File: src/wsfd_pkg.sv
`timescale 1ns / 1ps
// ----------------------------------------------------------------------------
// wsfd_pkg
// Shared types and constants of the WebSocket frame decoder: transfer
// payloads, front-to-back command record, status and command codes.
// ----------------------------------------------------------------------------
package wsfd_pkg;

    // reset value of the frame size limit
    localparam logic [31:0] MAX_FRAME_RESET = 32'd2048;
    // default depth of the command queue between front and back
    localparam int QUEUE_DEPTH_DEF = 2;

    // result status codes
    localparam logic [2:0] ST_DATA     = 3'd0;
    localparam logic [2:0] ST_EMPTY    = 3'd1;
    localparam logic [2:0] ST_HDR_ERR  = 3'd2;
    localparam logic [2:0] ST_TOO_LONG = 3'd3;
    localparam logic [2:0] ST_TRUNC    = 3'd4;

    // command kinds handed from front to back
    localparam logic [1:0] CMD_DATA = 2'd0;
    localparam logic [1:0] CMD_DONE = 2'd1;
    localparam logic [1:0] CMD_ERR  = 2'd2;

    // input transfer
    typedef struct packed {
        logic [7:0] rx_byte;
        logic       buffer_end;
    } t_in_item;

    // result transfer
    typedef struct packed {
        logic [2:0]  status;
        logic        has_data;
        logic [7:0]  payload_byte;
        logic [3:0]  frame_opcode;
        logic        frame_last;
        logic [31:0] payload_length;
        logic [3:0]  header_length;
        logic [31:0] bytes_missing;
    } t_out_item;

    // one classified byte that produces a result
    typedef struct packed {
        logic [1:0]  kind;
        logic [7:0]  rx_byte;
        logic [7:0]  key_byte;
        logic        buf_end;
        logic        data_last;
        logic        too_long;
        logic [3:0]  opcode;
        logic [31:0] plen;
        logic [3:0]  hlen;
        logic [31:0] missing;
    } t_cmd;

endpackage

File: src/wsfd_front.sv
`timescale 1ns / 1ps
// ----------------------------------------------------------------------------
// wsfd_front
// Header parser: takes one byte per cycle while the queue is not full,
// tracks the frame phase, counts header and payload bytes, and pushes a
// command for every byte that causes a result.
// ----------------------------------------------------------------------------
module wsfd_front
    import wsfd_pkg::*;
(
    input  logic        i_clk,
    input  logic        i_rst_n,
    input  logic        i_valid,
    output logic        o_ready,
    input  t_in_item    i_item,
    input  logic [31:0] i_max_frame_bytes,
    input  logic        i_full,
    output logic        o_push,
    output t_cmd        o_cmd
);

    localparam logic [2:0] PH_IDLE    = 3'd0;
    localparam logic [2:0] PH_LEN     = 3'd1;
    localparam logic [2:0] PH_EXT     = 3'd2;
    localparam logic [2:0] PH_MASK    = 3'd3;
    localparam logic [2:0] PH_PAYLOAD = 3'd4;
    localparam logic [2:0] PH_DROP    = 3'd5;

    logic [2:0]  r_phase, n_phase;
    logic [3:0]  r_count, n_count;
    logic [3:0]  r_htot, n_htot;
    logic [3:0]  r_op, n_op;
    logic        r_masked, n_masked;
    logic [31:0] r_len, n_len;
    logic [31:0] r_rem, n_rem;
    logic [31:0] r_key, n_key;
    logic [1:0]  r_idx, n_idx;

    logic        w_fire;
    logic        w_push;
    logic        w_done_req;
    logic        w_err_req;
    logic        w_too_long;
    logic [3:0]  w_ext_end;
    logic [6:0]  w_code;
    logic [7:0]  w_key_byte;
    logic [32:0] w_total;
    t_cmd        w_cmd;

    assign o_ready = !i_full;
    assign w_fire  = i_valid && !i_full;
    assign w_code  = i_item.rx_byte[6:0];

    // end of the extended length field
    assign w_ext_end = r_htot - (r_masked ? 4'd4 : 4'd0);

    // rotating mask key byte
    always_comb begin
        case (r_idx)
            2'd0:    w_key_byte = r_key[31:24];
            2'd1:    w_key_byte = r_key[23:16];
            2'd2:    w_key_byte = r_key[15:8];
            default: w_key_byte = r_key[7:0];
        endcase
        if (!r_masked) begin
            w_key_byte = 8'd0;
        end
    end

    // phase machine and command build
    always_comb begin
        n_phase    = r_phase;
        n_count    = r_count;
        n_htot     = r_htot;
        n_op       = r_op;
        n_masked   = r_masked;
        n_len      = r_len;
        n_rem      = r_rem;
        n_key      = r_key;
        n_idx      = r_idx;
        w_push     = 1'b0;
        w_done_req = 1'b0;
        w_err_req  = 1'b0;
        w_cmd      = '0;

        unique case (r_phase)
            PH_LEN: begin
                n_masked = i_item.rx_byte[7];
                n_count  = 4'd2;
                n_htot   = 4'd2 + (w_code == 7'd126 ? 4'd2 : (w_code == 7'd127 ? 4'd8 : 4'd0))
                           + (i_item.rx_byte[7] ? 4'd4 : 4'd0);
                n_len    = (w_code < 7'd126) ? {25'd0, w_code} : 32'd0;
                n_key    = 32'd0;
                if (n_htot == 4'd2) begin
                    w_done_req = 1'b1;
                end else if (i_item.buffer_end) begin
                    w_err_req = 1'b1;
                end else begin
                    n_phase = (w_code >= 7'd126) ? PH_EXT : PH_MASK;
                end
            end
            PH_EXT: begin
                if (w_ext_end == 4'd10 && r_count < 4'd6 && i_item.rx_byte != 8'd0) begin
                    w_err_req = 1'b1;
                end else begin
                    n_len   = {r_len[23:0], i_item.rx_byte};
                    n_count = r_count + 4'd1;
                    if (n_count == r_htot) begin
                        w_done_req = 1'b1;
                    end else if (i_item.buffer_end) begin
                        w_err_req = 1'b1;
                    end else if (n_count == w_ext_end) begin
                        n_phase = PH_MASK;
                    end
                end
            end
            PH_MASK: begin
                n_key   = {r_key[23:0], i_item.rx_byte};
                n_count = r_count + 4'd1;
                if (n_count == r_htot) begin
                    w_done_req = 1'b1;
                end else if (i_item.buffer_end) begin
                    w_err_req = 1'b1;
                end
            end
            PH_PAYLOAD: begin
                n_idx           = r_idx + 2'd1;
                n_rem           = r_rem - 32'd1;
                w_push          = 1'b1;
                w_cmd.kind      = CMD_DATA;
                w_cmd.rx_byte   = i_item.rx_byte;
                w_cmd.key_byte  = w_key_byte;
                w_cmd.buf_end   = i_item.buffer_end;
                w_cmd.data_last = (n_rem == 32'd0);
                w_cmd.opcode    = r_op;
                w_cmd.plen      = r_len;
                w_cmd.hlen      = r_htot;
                w_cmd.missing   = n_rem;
                if (n_rem == 32'd0) begin
                    n_phase = i_item.buffer_end ? PH_IDLE : PH_DROP;
                end else if (i_item.buffer_end) begin
                    n_phase = PH_IDLE;
                end
            end
            PH_DROP: begin
                if (i_item.buffer_end) begin
                    n_phase = PH_IDLE;
                end
            end
            default: begin
                // first header byte: FIN and opcode check
                if (!i_item.rx_byte[7] ||
                    !(i_item.rx_byte[3:0] <= 4'd2 || i_item.rx_byte[3:0] == 4'd8 ||
                      i_item.rx_byte[3:0] == 4'd9 || i_item.rx_byte[3:0] == 4'd10)) begin
                    w_err_req = 1'b1;
                end else begin
                    n_op     = i_item.rx_byte[3:0];
                    n_count  = 4'd1;
                    n_htot   = 4'd0;
                    n_masked = 1'b0;
                    n_len    = 32'd0;
                    n_rem    = 32'd0;
                    n_key    = 32'd0;
                    n_idx    = 2'd0;
                    if (i_item.buffer_end) begin
                        w_err_req = 1'b1;
                    end else begin
                        n_phase = PH_LEN;
                    end
                end
            end
        endcase

        // header length plus payload length against the limit, no overflow
        w_total    = {1'b0, n_len} + {29'd0, n_htot};
        w_too_long = w_total > {1'b0, i_max_frame_bytes};

        // header complete: result now, or start of payload
        if (w_done_req) begin
            if (w_too_long || n_len == 32'd0 || i_item.buffer_end) begin
                w_push         = 1'b1;
                w_cmd.kind     = CMD_DONE;
                w_cmd.buf_end  = i_item.buffer_end;
                w_cmd.too_long = w_too_long;
                w_cmd.opcode   = r_op;
                w_cmd.plen     = n_len;
                w_cmd.hlen     = n_htot;
                n_phase        = i_item.buffer_end ? PH_IDLE : PH_DROP;
            end else begin
                n_rem   = n_len;
                n_idx   = 2'd0;
                n_phase = PH_PAYLOAD;
            end
        end

        // header error: drop the rest of the buffer
        if (w_err_req) begin
            w_push     = 1'b1;
            w_cmd      = '0;
            w_cmd.kind = CMD_ERR;
            n_phase    = i_item.buffer_end ? PH_IDLE : PH_DROP;
        end
    end

    assign o_push = w_fire && w_push;
    assign o_cmd  = w_cmd;

    // state registers, updated on each input transfer
    always_ff @(posedge i_clk) begin
        if (!i_rst_n) begin
            r_phase  <= PH_IDLE;
            r_count  <= 4'd0;
            r_htot   <= 4'd0;
            r_op     <= 4'd0;
            r_masked <= 1'b0;
            r_len    <= 32'd0;
            r_rem    <= 32'd0;
            r_key    <= 32'd0;
            r_idx    <= 2'd0;
        end else if (w_fire) begin
            r_phase  <= n_phase;
            r_count  <= n_count;
            r_htot   <= n_htot;
            r_op     <= n_op;
            r_masked <= n_masked;
            r_len    <= n_len;
            r_rem    <= n_rem;
            r_key    <= n_key;
            r_idx    <= n_idx;
        end
    end

endmodule

File: src/wsfd_queue.sv
`timescale 1ns / 1ps
// ----------------------------------------------------------------------------
// wsfd_queue
// Small command FIFO between parser and result stage; lets each side
// stall on its own.
// ----------------------------------------------------------------------------
module wsfd_queue
    import wsfd_pkg::*;
#(
    parameter int DEPTH = QUEUE_DEPTH_DEF
) (
    input  logic i_clk,
    input  logic i_rst_n,
    input  logic i_push,
    input  t_cmd i_cmd,
    output logic o_full,
    input  logic i_pop,
    output logic o_not_empty,
    output t_cmd o_cmd
);

    localparam int PW = (DEPTH > 1) ? $clog2(DEPTH) : 1;
    localparam int CW = $clog2(DEPTH + 1);
    localparam logic [PW-1:0] LAST_PTR = PW'(DEPTH - 1);
    localparam logic [CW-1:0] FULL_CNT = CW'(DEPTH);

    t_cmd          r_mem [DEPTH];
    logic [PW-1:0] r_wr_ptr, r_rd_ptr;
    logic [CW-1:0] r_count;
    logic          w_wr;
    logic          w_rd;

    assign o_full      = (r_count == FULL_CNT);
    assign o_not_empty = (r_count != '0);
    assign o_cmd       = r_mem[r_rd_ptr];
    assign w_wr        = i_push && !o_full;
    assign w_rd        = i_pop && o_not_empty;

    // storage
    always_ff @(posedge i_clk) begin
        if (w_wr) begin
            r_mem[r_wr_ptr] <= i_cmd;
        end
    end

    // pointers and fill count
    always_ff @(posedge i_clk) begin
        if (!i_rst_n) begin
            r_wr_ptr <= '0;
            r_rd_ptr <= '0;
            r_count  <= '0;
        end else begin
            if (w_wr) begin
                r_wr_ptr <= (r_wr_ptr == LAST_PTR) ? '0 : r_wr_ptr + 1'b1;
            end
            if (w_rd) begin
                r_rd_ptr <= (r_rd_ptr == LAST_PTR) ? '0 : r_rd_ptr + 1'b1;
            end
            if (w_wr && !w_rd) begin
                r_count <= r_count + 1'b1;
            end else if (w_rd && !w_wr) begin
                r_count <= r_count - 1'b1;
            end
        end
    end

endmodule

File: src/wsfd_back.sv
`timescale 1ns / 1ps
// ----------------------------------------------------------------------------
// wsfd_back
// Result stage: turns a command into a result (status, unmasking, frame
// end flag) and holds it in the output register until transferred.
// ----------------------------------------------------------------------------
module wsfd_back
    import wsfd_pkg::*;
(
    input  logic      i_clk,
    input  logic      i_rst_n,
    input  logic      i_cmd_valid,
    input  t_cmd      i_cmd,
    output logic      o_pop,
    output logic      o_valid,
    input  logic      i_ready,
    output t_out_item o_item
);

    logic      r_valid;
    t_out_item r_item;
    t_out_item n_item;

    assign o_pop   = i_cmd_valid && (!r_valid || i_ready);
    assign o_valid = r_valid;
    assign o_item  = r_item;

    // result formatting
    always_comb begin
        n_item = '0;
        unique case (i_cmd.kind)
            CMD_DATA: begin
                n_item.has_data       = 1'b1;
                n_item.payload_byte   = i_cmd.rx_byte ^ i_cmd.key_byte;
                n_item.frame_opcode   = i_cmd.opcode;
                n_item.payload_length = i_cmd.plen;
                n_item.header_length  = i_cmd.hlen;
                if (i_cmd.data_last) begin
                    n_item.status     = ST_DATA;
                    n_item.frame_last = 1'b1;
                end else if (i_cmd.buf_end) begin
                    n_item.status        = ST_TRUNC;
                    n_item.frame_last    = 1'b1;
                    n_item.bytes_missing = i_cmd.missing;
                end else begin
                    n_item.status = ST_DATA;
                end
            end
            CMD_DONE: begin
                n_item.frame_opcode   = i_cmd.opcode;
                n_item.frame_last     = 1'b1;
                n_item.payload_length = i_cmd.plen;
                n_item.header_length  = i_cmd.hlen;
                if (i_cmd.too_long) begin
                    n_item.status = ST_TOO_LONG;
                end else if (i_cmd.plen == 32'd0) begin
                    n_item.status = ST_EMPTY;
                end else begin
                    n_item.status        = ST_TRUNC;
                    n_item.bytes_missing = i_cmd.plen;
                end
            end
            default: begin
                n_item.status     = ST_HDR_ERR;
                n_item.frame_last = 1'b1;
            end
        endcase
    end

    // output register
    always_ff @(posedge i_clk) begin
        if (!i_rst_n) begin
            r_valid <= 1'b0;
        end else if (!r_valid || i_ready) begin
            r_valid <= i_cmd_valid;
        end
    end

    always_ff @(posedge i_clk) begin
        if (o_pop) begin
            r_item <= n_item;
        end
    end

endmodule

File: src/websocket_frame_decoder.sv
`timescale 1ns / 1ps
// A byte that causes a result is written into the command queue, then into the output register.
// Throughput: one byte per cycle while the command queue is not full.
// Header bytes that cause no result leave the queue untouched.
// Reset (synchronous, active low): parser idle, queue and output register empty,
// frame size limit back to 2048 bytes.
// ----------------------------------------------------------------------------
// websocket_frame_decoder
// Byte-serial WebSocket frame header parser and payload unmasker: parser
// front, command queue, result stage.
// ----------------------------------------------------------------------------
module websocket_frame_decoder
    import wsfd_pkg::*;
#(
    parameter int QUEUE_DEPTH = QUEUE_DEPTH_DEF
) (
    input  logic        i_clk,
    input  logic        i_rst_n,
    input  logic        i_in_valid,
    output logic        o_in_ready,
    input  t_in_item    i_in_item,
    output logic        o_out_valid,
    input  logic        i_out_ready,
    output t_out_item   o_out_item,
    input  logic        i_cfg_we,
    input  logic [31:0] i_cfg_wdata
);

    logic [31:0] r_max_frame_bytes;
    logic        w_push;
    logic        w_full;
    logic        w_pop;
    logic        w_not_empty;
    t_cmd        w_push_cmd;
    t_cmd        w_head_cmd;

    // frame size limit register
    always_ff @(posedge i_clk) begin
        if (!i_rst_n) begin
            r_max_frame_bytes <= MAX_FRAME_RESET;
        end else if (i_cfg_we) begin
            r_max_frame_bytes <= i_cfg_wdata;
        end
    end

    wsfd_front u_front (
        .i_clk             (i_clk),
        .i_rst_n           (i_rst_n),
        .i_valid           (i_in_valid),
        .o_ready           (o_in_ready),
        .i_item            (i_in_item),
        .i_max_frame_bytes (r_max_frame_bytes),
        .i_full            (w_full),
        .o_push            (w_push),
        .o_cmd             (w_push_cmd)
    );

    wsfd_queue #(
        .DEPTH (QUEUE_DEPTH)
    ) u_queue (
        .i_clk       (i_clk),
        .i_rst_n     (i_rst_n),
        .i_push      (w_push),
        .i_cmd       (w_push_cmd),
        .o_full      (w_full),
        .i_pop       (w_pop),
        .o_not_empty (w_not_empty),
        .o_cmd       (w_head_cmd)
    );

    wsfd_back u_back (
        .i_clk       (i_clk),
        .i_rst_n     (i_rst_n),
        .i_cmd_valid (w_not_empty),
        .i_cmd       (w_head_cmd),
        .o_pop       (w_pop),
        .o_valid     (o_out_valid),
        .i_ready     (i_out_ready),
        .o_item      (o_out_item)
    );

endmodule
File: config.mk
export PLATFORM = sky130hd
export DESIGN_NAME = websocket_frame_decoder
export DESIGN_NICKNAME = d
export VERILOG_FILES = /design/src/wsfd_pkg.sv /design/src/wsfd_front.sv /design/src/wsfd_queue.sv /design/src/wsfd_back.sv /design/src/websocket_frame_decoder.sv
export SDC_FILE = /design/constraint.sdc
export NUM_CORES = 1
export LEC_CHECK = 0
export BUFFER_PORTS_ARGS = -buffer_cell sky130_fd_sc_hd__buf_2
export CAP_MARGIN = 5
export CORE_MARGIN = 10
export CORE_UTILIZATION = 60
export DETAILED_ROUTE_END_ITERATION = 16
export GPL_TIMING_DRIVEN = 0
export PLACE_DENSITY = 0.79
export SYNTH_ARGS = -nofsm -noshare
export SYNTH_HDL_FRONTEND = slang
export SYNTH_SLANG_ARGS = --single-unit
export TNS_END_PERCENT = 5
File: constraint.sdc
create_clock -name i_clk -period 18.5 [get_ports i_clk]
set_input_delay 5.55 -clock i_clk [delete_from_list [all_inputs] [get_ports i_clk]]
set_output_delay 5.55 -clock i_clk [all_outputs]
set_load 0.01 [all_outputs]
==> flow_metrics.tcl <==
set metrics [dict create \
    syn-cell-area_sq_um 20200 \
    worst_clock_skew_ns 0.0184 \
    final_util_pct 68.7 \
    slew_headroom_pct 30.4 \
    ctsHoldBuffers 0 \
    swShare_pct 37.7 \
    seqPwrFrac_pct 40.1 \
    cp_data_required_time_ns 18.83 \
    path_max_fanout 12 \
    grt_max_degree 40 \
    grt_pass1_wl_um 92500 \
    cpMostUsedCell "buf_6" \
    rsz0062_at_grt "no" \
    power_density_nw_per_um2 154 \
    row_count 67 \
    setup_viol 0 \
    synthArstFlopShare_pct 0 \
    p_int_mw 2.20 \
    pwr-share-comb_pct 37.0 \
    clockPowerShare_pct 22.9 \
    fp.dieW_um 204 \
    netlist_instances 1886 \
    yosysUniqueCellTypes 93 \
    fin_crit_ns 13.60 \
    synth_seq_area_share_pct 55.3 \
    post_cts_buffers 0 \
    synth_ff_type "edfxtp_1" \
    grt_usage_pct 28.8 \
    wl_met3_um 6580 \
    grt_overflow 0 \
    vias 16300 \
    met1_length_um 24000 \
    clock_latency_ns 0.58 \
    root_buffer "clkbuf_16" \
    cts_sinks 423 \
    stdcell_count 2551 \
    wire_per_inst_um 23.9 \
    final_nets 2162 \
    critPathSlowestCell "nor3_1" \
    ant_nets 0 \
    dr_wl_met2_um 27800 \
    cts_resized 0 \
    topRoutingLayerUsed "met4" \
    syn_avg_cell_area_sq_um 10.7 \
    hold_path.class "register to register" \
    arrival_ns 13.93 \
    drv_slew 0 \
    io_pins 133 \
    startpoint_type "primary input" \
    total_power_mw 3.52 \
    max_freq_mhz 73.5 \
    layout_commonest_cell "nor2_1" \
    fp.dieH_um 204 \
    p_switching_mw 1.33 \
    place_hpwl_um 46200 \
    drt-initial-drc-count 1800 \
    p_leak_nw 8.44 \
    cts_tree "yes" \
    core_sq_um 33400 \
    synth_edf_count 271 \
    io_buffer_count 128 \
    critPathKind "primary input to register" \
    worst_slew_pin_slew_ns 1.04 \
    place.gp.congestion 1.02 \
    mostFrequentLayoutCells "nor2_1, edfxtp_1, dfxtp_1, buf_2, clkbuf_1" \
    outcome "complete, no violations" \
    firstDrtPassIters 9 \
    vias_per_cell 6.37 \
    drc 0 \
    ys_warn_count 0 \
    dp.cells 2476 \
    layout-drive-gt1-share_pct 12.2 \
    timing.final.hold_violations 0 \
    clkTransAtPathRegs_ns 0.06 \
    cts_inserted_buffers 43 \
    max_stage_delay_ns 0.53 \
    cts.path.max_buffers 3 \
    maxCapViolCount 0 \
    syn_nets 1975 \
    final.setup.tns_ns 0 \
    routed_wl_um 60900 \
    r2r_slack_ns 9.57 \
    dieArea_sq_um 41400 \
    first_global_vias 15500 \
    antenna_found_initial 0 \
    end_kind "register" \
    initial_core_util_pct 60.6 \
    fin_crit_sh_pct 73.5 \
    n_antenna_cell 0 \
    htreeDepth 2 \
    syn2layout_area_growth_pct 13.4 \
    ir_worst_vdd_uv 111 \
    synth-seq-cells 423 \
]
-- worst max-delay path, delay by kind of cell --
family                     cells  cell delay (ns)
AOI/OAI and AO/OA              9             2.84
adders and majority gates      2             0.48
xor gates and xnor gates       2             0.39
buffers and inverters         10             2.37
and+or+nand+nor               10             2.25
-- state kept, by name, indices dropped and copies added (netlist names), 2 cells and up, named ones only --
name               flops
r_max_frame_bytes     32
u_back.o_item         85
u_front.r_count        4
u_front.r_htot         4
u_front.r_idx          2
u_front.r_key         32
u_front.r_len         32
u_front.r_op           4
u_front.r_phase        3
u_front.r_rem         32
u_queue.r_count        2
u_queue.r_mem        186
-- cell usage after synthesis (all sizes together) (5+ instances only) --
cell	instances	share of area, %
nor4	19	0.77
nor2	287	5.4
or2	5	0.15
o22ai	43	1.4
dfxtp	152	15
nand2	113	2.1
nand2b	5	0.15
nor3b	5	0.19
o211ai	12	0.47
edfxtp	271	40
xnor2	52	2.3
o21ai	76	2.0
and2	17	0.53
ha	43	2.7
or4	5	0.20
a21oi	76	1.9
o31ai	5	0.24
xor2	30	1.3
a211oi	44	1.6
o21a	9	0.37
a222oi	8	0.40
a221o	17	0.84
nor3	50	1.2
nor2b	15	0.46
mux2i	109	5.4
clkbuf	102	1.9
and4	6	0.26
buf	22	0.64
o32ai	5	0.22
nand3	33	0.87
or3	13	0.40
and3	22	0.68
a31oi	14	0.46
inv	57	1.1
a22oi	41	1.6
nand4	23	0.71
a21o	6	0.22
a22o	25	1.1
-- final cells by class --
cell class / count / area, sq um
flip-flops and latches: 423 / 11200
clock buffers: 58 / 1140
inverters: 57 / 214
repair buffers: 142 / 853
plain buffers: 124 / 514
multi-input cells: 1282 / 8330
fillers: 2536 / 10400
well taps: 448 / 561
clock inverters: 17 / 125
-- worst paths after layout --
kind                          start                    to  cells after the start
setup / recovery       i_in_item[8]  u_queue.r_mem[0][58]                     33
hold reg to reg     u_front.r_op[2]       u_front.r_op[2]                      2
setup reg to reg  u_front.r_htot[2]  u_queue.r_mem[0][58]                     34
hold / removal      u_front.r_op[2]       u_front.r_op[2]                      2
-- per-layer routing --
layer,GRT usage [%],vias to the layer above
met4,13.0,0
li1,-,7351
met3,6.58,163
met2,45.1,963
met1,37.6,7781
met5,0,-
-- logic make-up (layout without fill, tap and decap cells) --
| family | count (synthesis) | in the layout | share of synthesized area [%] |
|---|---|---|---|
| mux | 113 | 113 | 5.64 |
| flops | 423 | 423 | 55.3 |
| fa+ha+maj | 44 | 44 | 2.71 |
| compound gates | 413 | 413 | 14.5 |
| simple gates | 630 | 630 | 14.7 |
| buf+inv | 181 | 398 | 3.60 |
| xor+xnor | 82 | 82 | 3.55 |
-- power groups by stage --
stage	Combinational (mW)	Clock (mW)	Sequential, mW
2_1_floorplan	0.756	0	1.49
3_3_place_gp	1.21	0	1.46
3_5_place_dp	1.28	0	1.43
4_1_cts	1.29	0.812	1.41
5_1_grt	1.40	0.850	1.43
6_report	1.30	0.808	1.41
-- metrics by stage --
| stage | setup WS [ns] | hold WS [ns] | area (sq um) |
|---|---|---|---|
| after floorplan | 0.971 | 0.405 | 20200 |
| after global placement | -3.59 | 0.418 | 21400 |
| after detailed placement | 4.56 | 0.415 | 21700 |
| after CTS | 5.13 | 0.423 | 22900 |
| after global routing | 4.59 | 0.441 | 22900 |
| final | 4.90 | 0.420 | 22900 |
Power figures use the tool's default switching activity.
